$ cat config.mk
export PLATFORM = sky130hd
export DESIGN_NAME = transport_stream_packet_parser_core
export DESIGN_NICKNAME = d
export VERILOG_FILES = /design/src/rtl/tspp_pkg.sv /design/src/rtl/tspp_step.sv /design/src/rtl/transport_stream_packet_parser_core.sv
export SDC_FILE = /design/constraint.sdc
export NUM_CORES = 1
export LEC_CHECK = 0
export BUFFER_PORTS_ARGS = -buffer_cell sky130_fd_sc_hd__buf_4
export CORE_ASPECT_RATIO = 1.75
export CORE_MARGIN = 10
export CORE_UTILIZATION = 50
export CTS_CLUSTER_SIZE = 8
export DETAILED_ROUTE_END_ITERATION = 16
export GPL_TIMING_DRIVEN = 0
export PLACE_DENSITY = 0.69
export SYNTH_ARGS = -nofsm -noshare
export SYNTH_HDL_FRONTEND = slang
export SYNTH_SLANG_ARGS = --single-unit
export TNS_END_PERCENT = 30
$ cat constraint.sdc
create_clock -name clk_i -period 29.8 [get_ports clk_i]
set_input_delay 4.47 -clock clk_i [delete_from_list [all_inputs] [get_ports clk_i]]
set_output_delay 4.47 -clock clk_i [all_outputs]
set_load 0.03 [all_outputs]
$ cat src/rtl/tspp_pkg.sv
// Shared types and constants for the transport stream packet parser.
package tspp_pkg;

  localparam int unsigned HEADER_BYTES = 4;
  localparam logic [7:0] PACKET_LENGTH_RESET = 8'd188;
  localparam logic [7:0] MIN_PACKET_LENGTH = 8'(HEADER_BYTES + 1);
  localparam logic [8:0] HEADER_LAST_POS = 9'(HEADER_BYTES - 1);

  typedef enum logic [15:0] {
    PH_IDLE     = 16'h0001,
    PH_HDR      = 16'h0002,
    PH_AFLEN    = 16'h0004,
    PH_AFFLAGS  = 16'h0008,
    PH_PCR      = 16'h0010,
    PH_OPCR     = 16'h0020,
    PH_SPLICE   = 16'h0040,
    PH_PRIVLEN  = 16'h0080,
    PH_PRIVSKIP = 16'h0100,
    PH_EXTLEN   = 16'h0200,
    PH_EXTFLAGS = 16'h0400,
    PH_LTW      = 16'h0800,
    PH_RATE     = 16'h1000,
    PH_SEAM     = 16'h2000,
    PH_AFTAIL   = 16'h4000,
    PH_PAYLOAD  = 16'h8000
  } phase_e;

  typedef enum logic [2:0] {
    KIND_INFO      = 3'd0,
    KIND_PAYLOAD   = 3'd1,
    KIND_TEI_DROP  = 3'd2,
    KIND_SCRAMBLED = 3'd3,
    KIND_MALFORMED = 3'd4
  } kind_e;

  // Subfield sizes inside the adaptation field and its extension.
  localparam logic [2:0] PCR_BYTES    = 3'd6;
  localparam logic [2:0] OPCR_BYTES   = 3'd6;
  localparam logic [2:0] SPLICE_BYTES = 3'd1;
  localparam logic [2:0] PRIV_BYTES   = 3'd1;
  localparam logic [2:0] EXT_BYTES    = 3'd1;
  localparam logic [2:0] LTW_BYTES    = 3'd2;
  localparam logic [2:0] RATE_BYTES   = 3'd3;
  localparam logic [2:0] SEAM_BYTES   = 3'd5;

  // Per-packet parser state.
  typedef struct packed {
    phase_e      phase;
    logic [7:0]  byte_pos;
    logic [7:0]  skip;
    logic [8:0]  field_end;
    logic [8:0]  ext_end;
    logic [23:0] hdr;
    logic [18:0] flags;   // 18:11 length, 10:8 extension flags, 7:0 flag byte
    logic [47:0] pcr;
    logic [47:0] opcr;
    logic [7:0]  splice;
    logic [21:0] rate;
  } state_t;

  // One parsed result record.
  typedef struct packed {
    logic        emit;
    kind_e       kind;
    logic [12:0] packet_id;
    logic [3:0]  continuity;
    logic [3:0]  header_bits;
    logic [7:0]  af_flags;
    logic [7:0]  af_length;
    logic [47:0] pcr;
    logic [47:0] opcr;
    logic [7:0]  splice;
    logic [21:0] rate;
    logic [2:0]  ext_flags;
    logic [7:0]  payload;
  } result_t;

  // Phase decision of one step.
  typedef struct packed {
    phase_e     phase;
    logic [7:0] skip;
    logic       emit;
    kind_e      kind;
  } next_t;

endpackage

$ cat src/rtl/tspp_step.sv
// Next-state and result logic of the parser for one stream byte.
module tspp_step (
  input  tspp_pkg::state_t  state_i,
  input  logic [7:0]        data_byte_i,
  input  logic              packet_start_i,
  input  logic [7:0]        packet_length_i,
  output tspp_pkg::state_t  state_o,
  output tspp_pkg::result_t result_o
);

  function automatic tspp_pkg::next_t af_done(logic [7:0] skip, logic pay);
    tspp_pkg::next_t n;
    n.phase = pay ? tspp_pkg::PH_PAYLOAD : tspp_pkg::PH_IDLE;
    n.skip  = skip;
    n.emit  = 1'b1;
    n.kind  = tspp_pkg::KIND_INFO;
    return n;
  endfunction

  function automatic tspp_pkg::next_t malformed(logic [7:0] skip);
    tspp_pkg::next_t n;
    n.phase = tspp_pkg::PH_IDLE;
    n.skip  = skip;
    n.emit  = 1'b1;
    n.kind  = tspp_pkg::KIND_MALFORMED;
    return n;
  endfunction

  // Picks the next present adaptation subfield at or after the given stage.
  function automatic tspp_pkg::next_t af_next(logic [4:0] flags, logic [2:0] stage,
                                              logic [8:0] pos, logic [8:0] fend,
                                              logic [7:0] skip, logic pay);
    logic [4:0]       m;
    logic [2:0]       need;
    logic             hit;
    tspp_pkg::phase_e ph;
    tspp_pkg::next_t  n;
    m    = flags & (5'b11111 >> stage);
    hit  = 1'b1;
    need = tspp_pkg::PCR_BYTES;
    ph   = tspp_pkg::PH_PCR;
    priority if (m[4]) begin
      need = tspp_pkg::PCR_BYTES;
      ph   = tspp_pkg::PH_PCR;
    end else if (m[3]) begin
      need = tspp_pkg::OPCR_BYTES;
      ph   = tspp_pkg::PH_OPCR;
    end else if (m[2]) begin
      need = tspp_pkg::SPLICE_BYTES;
      ph   = tspp_pkg::PH_SPLICE;
    end else if (m[1]) begin
      need = tspp_pkg::PRIV_BYTES;
      ph   = tspp_pkg::PH_PRIVLEN;
    end else if (m[0]) begin
      need = tspp_pkg::EXT_BYTES;
      ph   = tspp_pkg::PH_EXTLEN;
    end else begin
      hit = 1'b0;
    end
    n.phase = tspp_pkg::PH_AFTAIL;
    n.skip  = skip;
    n.emit  = 1'b0;
    n.kind  = tspp_pkg::KIND_INFO;
    if (hit) begin
      if (pos + 9'(need) > fend) begin
        n = malformed(skip);
      end else begin
        n.phase = ph;
        n.skip  = 8'(need);
      end
    end else if (pos >= fend) begin
      n = af_done(skip, pay);
    end
    return n;
  endfunction

  // Same for the subfields of the adaptation extension.
  function automatic tspp_pkg::next_t ext_next(logic [2:0] flags, logic [1:0] stage,
                                               logic [8:0] pos, logic [8:0] eend,
                                               logic [8:0] fend, logic [7:0] skip,
                                               logic pay);
    logic [2:0]       m;
    logic [2:0]       need;
    logic             hit;
    tspp_pkg::phase_e ph;
    tspp_pkg::next_t  n;
    m    = flags & (3'b111 >> stage);
    hit  = 1'b1;
    need = tspp_pkg::LTW_BYTES;
    ph   = tspp_pkg::PH_LTW;
    priority if (m[2]) begin
      need = tspp_pkg::LTW_BYTES;
      ph   = tspp_pkg::PH_LTW;
    end else if (m[1]) begin
      need = tspp_pkg::RATE_BYTES;
      ph   = tspp_pkg::PH_RATE;
    end else if (m[0]) begin
      need = tspp_pkg::SEAM_BYTES;
      ph   = tspp_pkg::PH_SEAM;
    end else begin
      hit = 1'b0;
    end
    if (hit) begin
      if (pos + 9'(need) > eend) begin
        n = malformed(skip);
      end else begin
        n.phase = ph;
        n.skip  = 8'(need);
        n.emit  = 1'b0;
        n.kind  = tspp_pkg::KIND_INFO;
      end
    end else begin
      n = af_next(5'b00000, 3'd5, pos, fend, skip, pay);
    end
    return n;
  endfunction

  tspp_pkg::state_t nxt;
  tspp_pkg::next_t  nx;
  logic [7:0]       len;
  logic [8:0]       last;
  logic [8:0]       pos;
  logic [8:0]       pos_plus_b;
  logic [7:0]       skip_dec;
  logic [23:0]      hdr_new;
  logic             pay;
  logic [7:0]       b1;
  logic [7:0]       b2;
  logic [7:0]       b3;
  logic             is_info;

  assign len        = (packet_length_i < tspp_pkg::MIN_PACKET_LENGTH) ?
                      tspp_pkg::MIN_PACKET_LENGTH : packet_length_i;
  assign last       = {1'b0, len} - 9'd1;
  assign pos        = {1'b0, state_i.byte_pos} + 9'd1;
  assign pos_plus_b = pos + {1'b0, data_byte_i};
  assign skip_dec   = (state_i.skip == 8'd0) ? 8'd0 : state_i.skip - 8'd1;
  assign hdr_new    = {state_i.hdr[15:0], data_byte_i};
  assign pay        = state_i.hdr[4];

  always_comb begin
    nxt        = state_i;
    nx.phase   = state_i.phase;
    nx.skip    = state_i.skip;
    nx.emit    = 1'b0;
    nx.kind    = tspp_pkg::KIND_INFO;
    if (packet_start_i) begin
      nxt       = '0;
      nxt.phase = tspp_pkg::PH_HDR;
      nx.phase  = tspp_pkg::PH_HDR;
      nx.skip   = 8'd0;
    end else if (state_i.phase != tspp_pkg::PH_IDLE) begin
      unique case (state_i.phase)
        tspp_pkg::PH_HDR: begin
          nxt.hdr = hdr_new;
          if (pos >= tspp_pkg::HEADER_LAST_POS) begin
            priority if (hdr_new[23]) begin
              nx.phase = tspp_pkg::PH_IDLE;
              nx.emit  = 1'b1;
              nx.kind  = tspp_pkg::KIND_TEI_DROP;
            end else if (hdr_new[7:6] != 2'b00) begin
              nx.phase = tspp_pkg::PH_IDLE;
              nx.emit  = 1'b1;
              nx.kind  = tspp_pkg::KIND_SCRAMBLED;
            end else if (hdr_new[5]) begin
              nx.phase = tspp_pkg::PH_AFLEN;
            end else begin
              nx = af_done(state_i.skip, hdr_new[4]);
            end
          end
        end
        tspp_pkg::PH_AFLEN: begin
          nxt.field_end    = pos_plus_b;
          nxt.flags[18:11] = data_byte_i;
          priority if (pos_plus_b > last) begin
            nx = malformed(state_i.skip);
          end else if (data_byte_i == 8'd0) begin
            nx = af_done(state_i.skip, pay);
          end else begin
            nx.phase = tspp_pkg::PH_AFFLAGS;
          end
        end
        tspp_pkg::PH_AFFLAGS: begin
          nxt.flags[7:0] = data_byte_i;
          nx = af_next(data_byte_i[4:0], 3'd0, pos, state_i.field_end, state_i.skip, pay);
        end
        tspp_pkg::PH_PCR: begin
          nxt.pcr = {state_i.pcr[39:0], data_byte_i};
          nx.skip = skip_dec;
          if (skip_dec == 8'd0) begin
            nx = af_next(state_i.flags[4:0], 3'd1, pos, state_i.field_end, skip_dec, pay);
          end
        end
        tspp_pkg::PH_OPCR: begin
          nxt.opcr = {state_i.opcr[39:0], data_byte_i};
          nx.skip  = skip_dec;
          if (skip_dec == 8'd0) begin
            nx = af_next(state_i.flags[4:0], 3'd2, pos, state_i.field_end, skip_dec, pay);
          end
        end
        tspp_pkg::PH_SPLICE: begin
          nxt.splice = data_byte_i;
          nx = af_next(state_i.flags[4:0], 3'd3, pos, state_i.field_end, state_i.skip, pay);
        end
        tspp_pkg::PH_PRIVLEN: begin
          // The length byte itself does not count toward the skipped span.
          priority if (pos_plus_b > state_i.field_end) begin
            nx = malformed(state_i.skip);
          end else if (data_byte_i == 8'd0) begin
            nx = af_next(state_i.flags[4:0], 3'd4, pos, state_i.field_end,
                         state_i.skip, pay);
          end else begin
            nx.skip  = data_byte_i;
            nx.phase = tspp_pkg::PH_PRIVSKIP;
          end
        end
        tspp_pkg::PH_PRIVSKIP: begin
          nx.skip = skip_dec;
          if (skip_dec == 8'd0) begin
            nx = af_next(state_i.flags[4:0], 3'd4, pos, state_i.field_end, skip_dec, pay);
          end
        end
        tspp_pkg::PH_EXTLEN: begin
          nxt.ext_end = pos_plus_b;
          priority if (pos_plus_b > state_i.field_end) begin
            nx = malformed(state_i.skip);
          end else if (data_byte_i == 8'd0) begin
            nx = af_next(state_i.flags[4:0], 3'd5, pos, state_i.field_end,
                         state_i.skip, pay);
          end else begin
            nx.phase = tspp_pkg::PH_EXTFLAGS;
          end
        end
        tspp_pkg::PH_EXTFLAGS: begin
          nxt.flags[10:8] = data_byte_i[7:5];
          nx = ext_next(data_byte_i[7:5], 2'd0, pos, state_i.ext_end, state_i.field_end,
                        state_i.skip, pay);
        end
        tspp_pkg::PH_LTW: begin
          nx.skip = skip_dec;
          if (skip_dec == 8'd0) begin
            nx = ext_next(state_i.flags[10:8], 2'd1, pos, state_i.ext_end,
                          state_i.field_end, skip_dec, pay);
          end
        end
        tspp_pkg::PH_RATE: begin
          nxt.rate = {state_i.rate[13:0], data_byte_i};
          nx.skip  = skip_dec;
          if (skip_dec == 8'd0) begin
            nx = ext_next(state_i.flags[10:8], 2'd2, pos, state_i.ext_end,
                          state_i.field_end, skip_dec, pay);
          end
        end
        tspp_pkg::PH_SEAM: begin
          nx.skip = skip_dec;
          if (skip_dec == 8'd0) begin
            nx = ext_next(state_i.flags[10:8], 2'd3, pos, state_i.ext_end,
                          state_i.field_end, skip_dec, pay);
          end
        end
        tspp_pkg::PH_AFTAIL: begin
          if (pos >= state_i.field_end) begin
            nx = af_done(state_i.skip, pay);
          end
        end
        tspp_pkg::PH_PAYLOAD: begin
          nx.emit = 1'b1;
          nx.kind = tspp_pkg::KIND_PAYLOAD;
        end
        default: begin
          nx.phase = tspp_pkg::PH_IDLE;
        end
      endcase
      nxt.byte_pos = pos[7:0];
      if (pos >= last) begin
        nx.phase = tspp_pkg::PH_IDLE;
      end
      nxt.phase = nx.phase;
      nxt.skip  = nx.skip;
    end
  end

  assign state_o = nxt;

  assign b1      = nxt.hdr[23:16];
  assign b2      = nxt.hdr[15:8];
  assign b3      = nxt.hdr[7:0];
  assign is_info = (nx.kind == tspp_pkg::KIND_INFO);

  always_comb begin
    result_o.emit        = nx.emit;
    result_o.kind        = nx.kind;
    result_o.packet_id   = {b1[4:0], b2};
    result_o.continuity  = b3[3:0];
    result_o.header_bits = {b1[6], b1[5], b3[5:4]};
    result_o.af_flags    = is_info ? nxt.flags[7:0] : 8'd0;
    result_o.af_length   = is_info ? nxt.flags[18:11] : 8'd0;
    result_o.pcr         = is_info ? nxt.pcr : 48'd0;
    result_o.opcr        = is_info ? nxt.opcr : 48'd0;
    result_o.splice      = is_info ? nxt.splice : 8'd0;
    result_o.rate        = is_info ? nxt.rate : 22'd0;
    result_o.ext_flags   = is_info ? nxt.flags[10:8] : 3'd0;
    result_o.payload     = (nx.kind == tspp_pkg::KIND_PAYLOAD) ? data_byte_i : 8'd0;
  end

endmodule

$ cat src/rtl/transport_stream_packet_parser_core.sv
// Top level of the byte-serial transport stream packet parser.
//
// The parser takes a transport stream one byte per transaction, with
// packet_start_i marking each packet's first (sync) byte, and accepts a new
// byte in every clock cycle: the parse logic is combinational, and a byte's
// result, if any, appears on the output register in the next cycle.
// The only thing that slows the input is a stalled output: in_ready_o is low
// exactly while a result is held and out_ready_i is low. From the four header
// bytes and the adaptation field (flag byte, raw PCR and OPCR, splice
// countdown, private data, and the extension with its piecewise rate) one
// info record (kind 0) is produced when the adaptation field ends, or on the
// last header byte when there is none; after that every payload byte is passed
// as kind 1 until the configured packet length. A transport error or a
// scrambled packet gives one drop record (kinds 2 and 3) on the last header
// byte; a subfield that runs past the end of its enclosing field gives one
// malformed record (kind 4). In both cases the rest of the packet is ignored.
// Bytes before the first packet start are ignored, and a packet start in the
// middle of a packet silently abandons it. The packet length register may be
// written only while no transaction is in flight; values below five act as
// five, and a change in the middle of a packet ends that packet at the first
// byte whose position reaches the new last position.
module transport_stream_packet_parser_core (
  input  logic               clk_i,
  input  logic               rst_ni,
  // Configuration: packet length in bytes, header included.
  input  logic               cfg_we_i,
  input  logic [7:0]         cfg_wdata_i,
  // Stream input.
  input  logic               in_valid_i,
  output logic               in_ready_o,
  input  logic [7:0]         data_byte_i,
  input  logic               packet_start_i,
  // Result output.
  output logic               out_valid_o,
  input  logic               out_ready_i,
  output logic [2:0]         kind_o,
  output logic [12:0]        packet_id_o,
  output logic [3:0]         continuity_o,
  output logic [3:0]         header_bits_o,
  output logic [7:0]         adaptation_flags_o,
  output logic [7:0]         adaptation_length_o,
  output logic [47:0]        clock_reference_o,
  output logic [47:0]        original_clock_reference_o,
  output logic signed [7:0]  splice_count_o,
  output logic [21:0]        piecewise_rate_value_o,
  output logic [2:0]         extension_flags_o,
  output logic [7:0]         payload_byte_o
);

  // Packet length register.
  logic [7:0] packet_length_q;

  always_ff @(posedge clk_i or negedge rst_ni) begin
    if (!rst_ni) begin
      packet_length_q <= tspp_pkg::PACKET_LENGTH_RESET;
    end else if (cfg_we_i) begin
      packet_length_q <= cfg_wdata_i;
    end
  end

  // The parser state is the stage register in front of the parse logic; the
  // output register behind it holds one finished record.
  tspp_pkg::state_t  state_q;
  tspp_pkg::state_t  state_d;
  tspp_pkg::result_t res;
  tspp_pkg::result_t out_q;
  logic              out_valid_q;
  logic              out_valid_d;
  logic              in_fire;

  assign in_ready_o = !out_valid_q || out_ready_i;
  assign in_fire    = in_valid_i && in_ready_o;

  tspp_step u_step (
    .state_i         (state_q),
    .data_byte_i     (data_byte_i),
    .packet_start_i  (packet_start_i),
    .packet_length_i (packet_length_q),
    .state_o         (state_d),
    .result_o        (res)
  );

  always_ff @(posedge clk_i or negedge rst_ni) begin
    if (!rst_ni) begin
      state_q <= {tspp_pkg::PH_IDLE,
                  {($bits(tspp_pkg::state_t) - $bits(tspp_pkg::phase_e)){1'b0}}};
    end else if (in_fire) begin
      state_q <= state_d;
    end
  end

  // A record leaves when taken; a new one can be loaded in the same cycle.
  always_comb begin
    out_valid_d = out_valid_q;
    if (in_fire && res.emit) begin
      out_valid_d = 1'b1;
    end else if (out_ready_i) begin
      out_valid_d = 1'b0;
    end
  end

  always_ff @(posedge clk_i or negedge rst_ni) begin
    if (!rst_ni) begin
      out_valid_q <= 1'b0;
    end else begin
      out_valid_q <= out_valid_d;
    end
  end

  always_ff @(posedge clk_i) begin
    if (in_fire && res.emit) begin
      out_q <= res;
    end
  end

  assign out_valid_o                = out_valid_q;
  assign kind_o                     = out_q.kind;
  assign packet_id_o                = out_q.packet_id;
  assign continuity_o               = out_q.continuity;
  assign header_bits_o              = out_q.header_bits;
  assign adaptation_flags_o         = out_q.af_flags;
  assign adaptation_length_o        = out_q.af_length;
  assign clock_reference_o          = out_q.pcr;
  assign original_clock_reference_o = out_q.opcr;
  assign splice_count_o             = signed'(out_q.splice);
  assign piecewise_rate_value_o     = out_q.rate;
  assign extension_flags_o          = out_q.ext_flags;
  assign payload_byte_o             = out_q.payload;

  // The parse phase must always be exactly one of the one-hot codes.
  a_phase_onehot: assert property (@(posedge clk_i) disable iff (!rst_ni)
    $onehot(state_q.phase))
    else $error("parse phase is not one-hot");

  // A record may only appear as the result of an accepted byte.
  a_out_from_input: assert property (@(posedge clk_i) disable iff (!rst_ni)
    $rose(out_valid_q) |-> $past(in_fire))
    else $error("result appeared without an input transaction");

  // Payload bytes come only from the payload phase.
  a_payload_phase: assert property (@(posedge clk_i) disable iff (!rst_ni)
    in_fire && res.emit && res.kind == tspp_pkg::KIND_PAYLOAD
    |-> state_q.phase == tspp_pkg::PH_PAYLOAD)
    else $error("payload byte emitted outside the payload phase");

  // A packet start restarts header collection from position zero.
  a_start_restarts: assert property (@(posedge clk_i) disable iff (!rst_ni)
    in_fire && packet_start_i
    |=> state_q.phase == tspp_pkg::PH_HDR && state_q.byte_pos == 8'd0)
    else $error("packet start did not restart the header");

  // Adaptation fields are blank in every record that is not an info record.
  a_af_blank: assert property (@(posedge clk_i) disable iff (!rst_ni)
    out_valid_q && out_q.kind != tspp_pkg::KIND_INFO
    |-> out_q.af_flags == 8'd0 && out_q.pcr == 48'd0 && out_q.ext_flags == 3'd0)
    else $error("adaptation fields set in a non-info record");

endmodule
==> impl_metrics.yaml, run 1 <==
status:
  outcome: "completed"
power_and_ir_drop:
  comb_power_share: 0.416
  pwr-share-clk: 0.251
  leakagePower_uw: 0.0115
  switching_share: 0.410
  p_int_uw: 1460
  peakVddDrop_uv: 61.5
  p_switching_uw: 1010
  p_seq_frac: 0.333
  p_per_area_mw_per_mm2: 88.8
timing:
  setup_viol: 0
  tightest_slew_ps: 1380
  setup_tns_ps: 0
  slew_headroom: 0.0789
  clock.fmax_mhz: 92.6
  post-route-period-util: 0.362
  hold_viol_final: 0
  finalWorstSetupSlack_ps: 19010
  fin_skew_ps: 46.6
  min_period_ps: 10790
  slew_violations: 0
  rsz0062_at_grt: "no"
global_route:
  grt_use_total: 0.301
  grt_max_degree: 93
  grt-ovfl-total: 0
  antenna_found_initial: 1
  grt_pass1_wl_mm: 130
  grt_pass1_vias: 21400
setup_path:
  required_ps: 30200
  regToRegSetupSlack_ps: 21340
  arrival_ps: 11200
  ff2ff_path_depth: 23
  worst-path-max-fanout: 10
  rr_endpoint: "adaptation_length_o[5]"
  startpoint_type: "primary input"
  timing.rr.start: "state_q[195]"
  path_class: "in2reg"
  end_kind: "register"
route:
  initialDrtViolationCount: 1746
  wl_mm: 87.0
  first_pass_iters: 7
  route.detailed.drc: 0
  avgViaCountPerCell: 6.19
  post_drt_wl_per_cell_um: 25.1
  ant_nets: 0
  vias: 21500
clock_tree:
  clk_pin_slew_ps: 50
  cts_hold_buffers: 0
  cts_tree: "done"
  cts.sinks: 404
  cts-root-buf: "clkbuf_16"
  numCtsBuffers: 57
  ctsLongestPathBuffers: 3
  cts_resized: 0
  post-cts-setup-buffers: 0
  clk_latency_ps: 620
  htreeDepth: 2
synthesis:
  syn_inst: 2568
  synth_cell_type_count: 94
  synth_area_leader_cell: "dfrtp_1"
  synth_seq_cells: 404
  synth_top_area_frac: 0.234
  seq_area_frac_synth: 0.465
  yosys-top-cells-count: "539 x nand2_1, 222 x o21ai_0, 221 x dfrtp_1"
  syn_area_mm2: 0.0237
  yosys_warnings: 0
  synth.area.top_cells: "dfrtp_1 23%, edfxtp_1 22%, nand2_1 8.5%, ha_1 7.4%, o21ai_0 4.7%"
  avgSynthCellArea_um2: 9.22
  synth-edff-count: 177
  synthFlopType: "dfrtp_1"
  synth.most_common_cell: "nand2_1"
  synthArstFlopShare: 0.562
worst_hold_path:
  holdPathStages: 2
  min_to: "state_q[75]"
  min_from: "state_q[75]"
  hold_path_class: "reg2reg"
final_layout:
  layout-drive-gt1-share: 0.124
  final_nets: 3006
  syn_to_final_growth_pct: 17.6
floorplanning:
  die_h_um: 308
  die_w_um: 185
  initial_core_util: 0.505
  core_mm2: 0.0469
  ios: 201
  die_area_mm2: 0.0568
  rows: 105
place:
  pre_cts_ws_ps: 18680
  gp_routability_congestion: 1.02
  portBuffers: 198
  place_hpwl_mm: 66.0
flow_run:
  max_cap_viol_count: 0
stage by stage:
step / cells / util / power, µW / cell area (µm²) / hold WS (ps)
finish: 3469 / 0.594 / 2470 / 27900 / 479
global route: 3468 / 0.594 / 2620 / 27800 / 494
CTS: 3468 / 0.593 / 2460 / 27800 / 478
detailed placement: 3364 / 0.557 / 1840 / 26100 / 467
global placement: 3355 / 0.552 / 1800 / 25900 / 461
floorplan: 2569 / - / 1500 / 23700 / 448
how the worst max path moves through the flow:
| stage | from | endpoint | slack [ps] | depth (start not counted) |
|---|---|---|---|---|
| 3_3_place_gp | data_byte_i[1] | continuity_o[1] | 8030 | 20 |
| 5_1_grt | data_byte_i[1] | adaptation_length_o[5] | 18940 | 25 |
| 2_1_floorplan | data_byte_i[1] | adaptation_flags_o[0] | 13170 | 19 |
| 4_1_cts | data_byte_i[1] | adaptation_length_o[5] | 19280 | 25 |
| 6_report | data_byte_i[1] | adaptation_length_o[5] | 19010 | 25 |
| 3_5_place_dp | data_byte_i[1] | adaptation_length_o[5] | 18680 | 25 |
layer usage:
layer  vias up  track usage  share of wire
li1       9744            -              -
met1     10400        0.306           0.34
met2      1006        0.533           0.50
met3       365       0.0486          0.060
met4         2        0.242          0.093
met5         -            0        0.00015
cell type report:
class | instances | area [µm²]
antenna | 1 | 2.50
buffer | 151 | 662
clock buffer | 99 | 1590
clock inverter | 5 | 109
fill | 4139 | 19100
inverter | 77 | 289
multi-input combinational | 1937 | 11800
sequential | 404 | 11000
tap | 588 | 736
timing repair buffer | 207 | 1680
sequential cells by signal, summed over array words and instances (netlist names):
name,count
extension_flags_o,3
packet_id_o,13
out_valid_o,1
state_q,218
clock_reference_o,48
continuity_o,4
packet_length_q,8
splice_count_o,8
header_bits_o,4
kind_o,3
payload_byte_o,8
original_clock_reference_o,48
adaptation_length_o,8
adaptation_flags_o,8
piecewise_rate_value_o,22
power groups by stage:
stage	Sequential, µW	Combinational (µW)	Clock (µW)
floorplan	856	644	0
global placement	840	964	0
detailed placement	828	1010	0
CTS	819	1020	628
global route	834	1130	652
finish	823	1030	622
cell usage in the layout, fill, tap and decap left out, types with 7 or more instances in the layout:
cell and count:
a211oi_1 14, a21boi_0 143, a21o_1 14, a21oi_1 212, a221oi_1 8, a22o_1 8, a22oi_1 12, a31oi_1 11
and2_1 15, and3_1 10, buf_2 13, buf_4 203, clkbuf_1 164, clkbuf_16 57, dfrtp_1 221, edfxtp_1 177
fa_1 9, ha_1 140, inv_1 76, mux2_2 16, mux2i_1 18, nand2_1 539, nand2b_1 23, nand3_1 52
nand4_1 12, nor2_1 143, nor2b_1 11, nor3_1 34, nor4_1 16, o211ai_1 15, o21a_1 7, o21ai_0 222
o31ai_1 35, or2_2 9, or3_1 7, or4_1 13, xnor2_1 37, xor2_1 25
critical path: stages:
cell and delay, ps:
buf_4 100, clkbuf_1 910, nor3_1 280, nand2b_1 410
inv_1 130, ha_1 170, inv_1 70, fa_1 450
inv_1 70, a21oi_1 100, nor2_1 130, xor2_1 200
ha_1 290, a211oi_1 300, nand2b_1 90, o211ai_1 180
a21oi_1 340, a221oi_1 470, and2_2 280, o21ai_0 250
a2111o_1 500, buf_2 250, buf_2 250, buf_4 210
a21oi_1 290
cell families (layout without fill, tap and decap cells):
family,count (synthesis),count (layout),synth area share
compound gates,761,761,0.199
buf+inv,228,539,0.0401
mux,34,34,0.0152
flops,404,404,0.465
other cells,1,3,0.000158
simple gates,927,927,0.175
xor+xnor,64,64,0.0242
fa+ha+maj,149,149,0.0816
Power figures use the tool's default switching activity.
==> inputs of run 2 (changes only) <==
==> constraint.sdc (replaced) <==
create_clock -name clk_i -period 11.1 [get_ports clk_i]
set_input_delay 1.665 -clock clk_i [delete_from_list [all_inputs] [get_ports clk_i]]
set_output_delay 1.665 -clock clk_i [all_outputs]
set_load 0.03 [all_outputs]
==> run 2 against run 1 <==
Compared with the run above: critical path depth fell by 2; clock power rose to 2.6 times the previous value; highest routed layer unchanged; sequential power rose to 2.7 times the previous value; largest power group unchanged; largest cell class unchanged; sequential cell count is the same; via count increased by 0.34%; critical path type is now reg2reg; critical endpoint unchanged.
==> impl_metrics.yaml, run 2 (same netlist as run 1, synthesis figures left out) <==
status:
  outcome: "completed"
timing:
  finalWorstSetupSlack_ps: 2070
  slew_headroom: 0.131
  tightest_slew_ps: 1290
  rsz0062_at_grt: "no"
  clock.fmax_mhz: 111
  setup_tns_ps: 0
  setup_viol: 0
  hold_viol_final: 0
  slew_violations: 0
  min_period_ps: 9030
  fin_skew_ps: 45.7
  post-route-period-util: 0.813
setup_path:
  path_class: "reg2reg"
  critPathCapture: "adaptation_length_o[5]"
  timing.rr.start: "state_q[195]"
  path_buf_inv: 6
  cp_slowest_cell: "a2111oi_0"
  cp.depth: 23
  end_kind: "register"
  critPathTopFamily: "compound AO/OA/AOI/OAI gates"
  worst-path-max-fanout: 16
  ff2ff_path_depth: 23
  critPathMaxStageDelay_ps: 960
  required_ps: 11510
  path_cells: "inv_1 > ha_1 > inv_1 > fa_1 > nand3_1 > and2_1 > o21a_1 > nor2b_1 > o21ai_0 > nand2b_1 > xnor2_1 > inv_1 > ha_1 > a2111oi_0 > a211oi_1 > a221oi_1 > and2_2 > o21ai_0 > a2111o_1 > buf_2 > buf_2 > buf_4 > a21oi_1"
  crit_top_cell: "inv_1"
  startpoint_type: "register"
  regToRegSetupSlack_ps: 2070
  rr_endpoint: "adaptation_length_o[5]"
  arrival_ps: 9430
  startpoint: "state_q[195]"
worst_hold_path:
  hold_path_class: "reg2reg"
final_layout:
  antenna_cells: 0
  top_register: "state_q"
  final_common_cell: "nand2_1"
  syn_to_final_growth_pct: 17.4
  layout_common_cells: "539 x nand2_1, 222 x o21ai_0, 221 x dfrtp_1, 212 x a21oi_1, 205 x buf_4"
  layout-drive-gt1-share: 0.123
  final_nets: 3007
  largest_reg_flops: 218
route:
  vias: 21500
  ant_nets: 0
  wl_mm: 89.3
  route.detailed.drc: 0
  avgViaCountPerCell: 6.22
  initialDrtViolationCount: 1717
  post_drt_wl_per_cell_um: 25.8
  first_pass_iters: 8
place:
  portBuffers: 198
  gp_routability_congestion: 1.03
  place_hpwl_mm: 67.3
  pre_cts_ws_ps: 2300
clock_tree:
  cts_tree: "done"
  cts_resized: 0
  ctsLongestPathBuffers: 3
  cts.sinks: 404
  post-cts-setup-buffers: 0
  clk_pin_slew_ps: 60
  cts-root-buf: "clkbuf_16"
  clk_latency_ps: 630
  cts_hold_buffers: 0
  htreeDepth: 2
  numCtsBuffers: 56
power_and_ir_drop:
  leakagePower_uw: 0.0115
  peakVddDrop_uv: 173
  p_per_area_mw_per_mm2: 238
global_route:
  grtUsageMet2: 0.551
  grt_pass1_vias: 21700
  grt_use_total: 0.312
  grt_use_met3: 0.0576
  antenna_found_initial: 1
  grt_pass1_wl_mm: 134
  grt_busiest_layer: "met2"
  grt-ovfl-total: 0
  grt_max_degree: 118
  gr-usage-met1: 0.313
floorplanning:
  initial_core_util: 0.505
  core_mm2: 0.0469
  die_area_mm2: 0.0568
  die_w_um: 185
  rows: 105
  ios: 201
  die_h_um: 308
flow_run:
  max_cap_viol_count: 0
[run 2: cell count changes in the layout (fill, tap and decap cells not counted), moves of 2 or more]
cell / previous run / this run
buf_16: 2 / 4
nor4b_1: 5 / 7
clkinv_16: 1 / 3
buf_4: 203 / 205
nor4b_2: 3 / 1
buf_12: 6 / 4
inv_16: 2 / 0
[run 2: worst min-delay path by stage]
stage | start | to | slack [ps] | cells past startpoint
final | state_q[177] | state_q[177] | 480 | 2
after global routing | state_q[26] | state_q[26] | 500 | 2
after CTS | state_q[177] | state_q[177] | 480 | 2
after detailed placement | state_q[177] | state_q[177] | 470 | 2
after global placement | state_q[163] | state_q[163] | 460 | 2
after floorplan | state_q[161] | state_q[161] | 450 | 2
[run 2: layout make-up]
type | count | area [µm²]
Tap cell | 588 | 736
Sequential cell | 404 | 11000
Inverter | 77 | 289
Timing Repair Buffer | 209 | 1710
Buffer | 151 | 662
Multi-Input combinational cell | 1937 | 11800
Fill cell | 4076 | 19100
Clock inverter | 4 | 95.1
Clock buffer | 96 | 1550
[run 2: per-stage QoR]
stage | hold slack [ps] | cells | power (µW) | util | cell area [µm²]
floorplan | 448 | 2569 | 4010 | - | 23700
global placement | 459 | 3355 | 4840 | 0.553 | 25900
detailed placement | 468 | 3366 | 4940 | 0.558 | 26200
CTS | 477 | 3466 | 6570 | 0.593 | 27800
global route | 503 | 3466 | 7020 | 0.593 | 27800
finish | 476 | 3466 | 6610 | 0.593 | 27800
[run 2: metal layers]
layer | vias to the layer above | share of wire
met4 | 2 | 0.089
met5 | - | 0.00016
li1 | 9691 | -
met3 | 355 | 0.072
met1 | 10400 | 0.33
met2 | 1084 | 0.51
[run 2: power breakdown]
part	switching [µW]	internal [µW]	total, µW
clock	674	944	1620
sequential	279	1930	2210
combinational	1790	996	2790
[run 2: worst reg2reg max path: cells and delay by family (launching register included)]
family,cells,cell delay [ps]
buffers and inverters,6,2000
xor gates and xnor gates,1,480
and+or+nand+nor,5,800
AOI/OAI and AO/OA,8,2940
DFF,1,660
adders and majority gates,3,1930
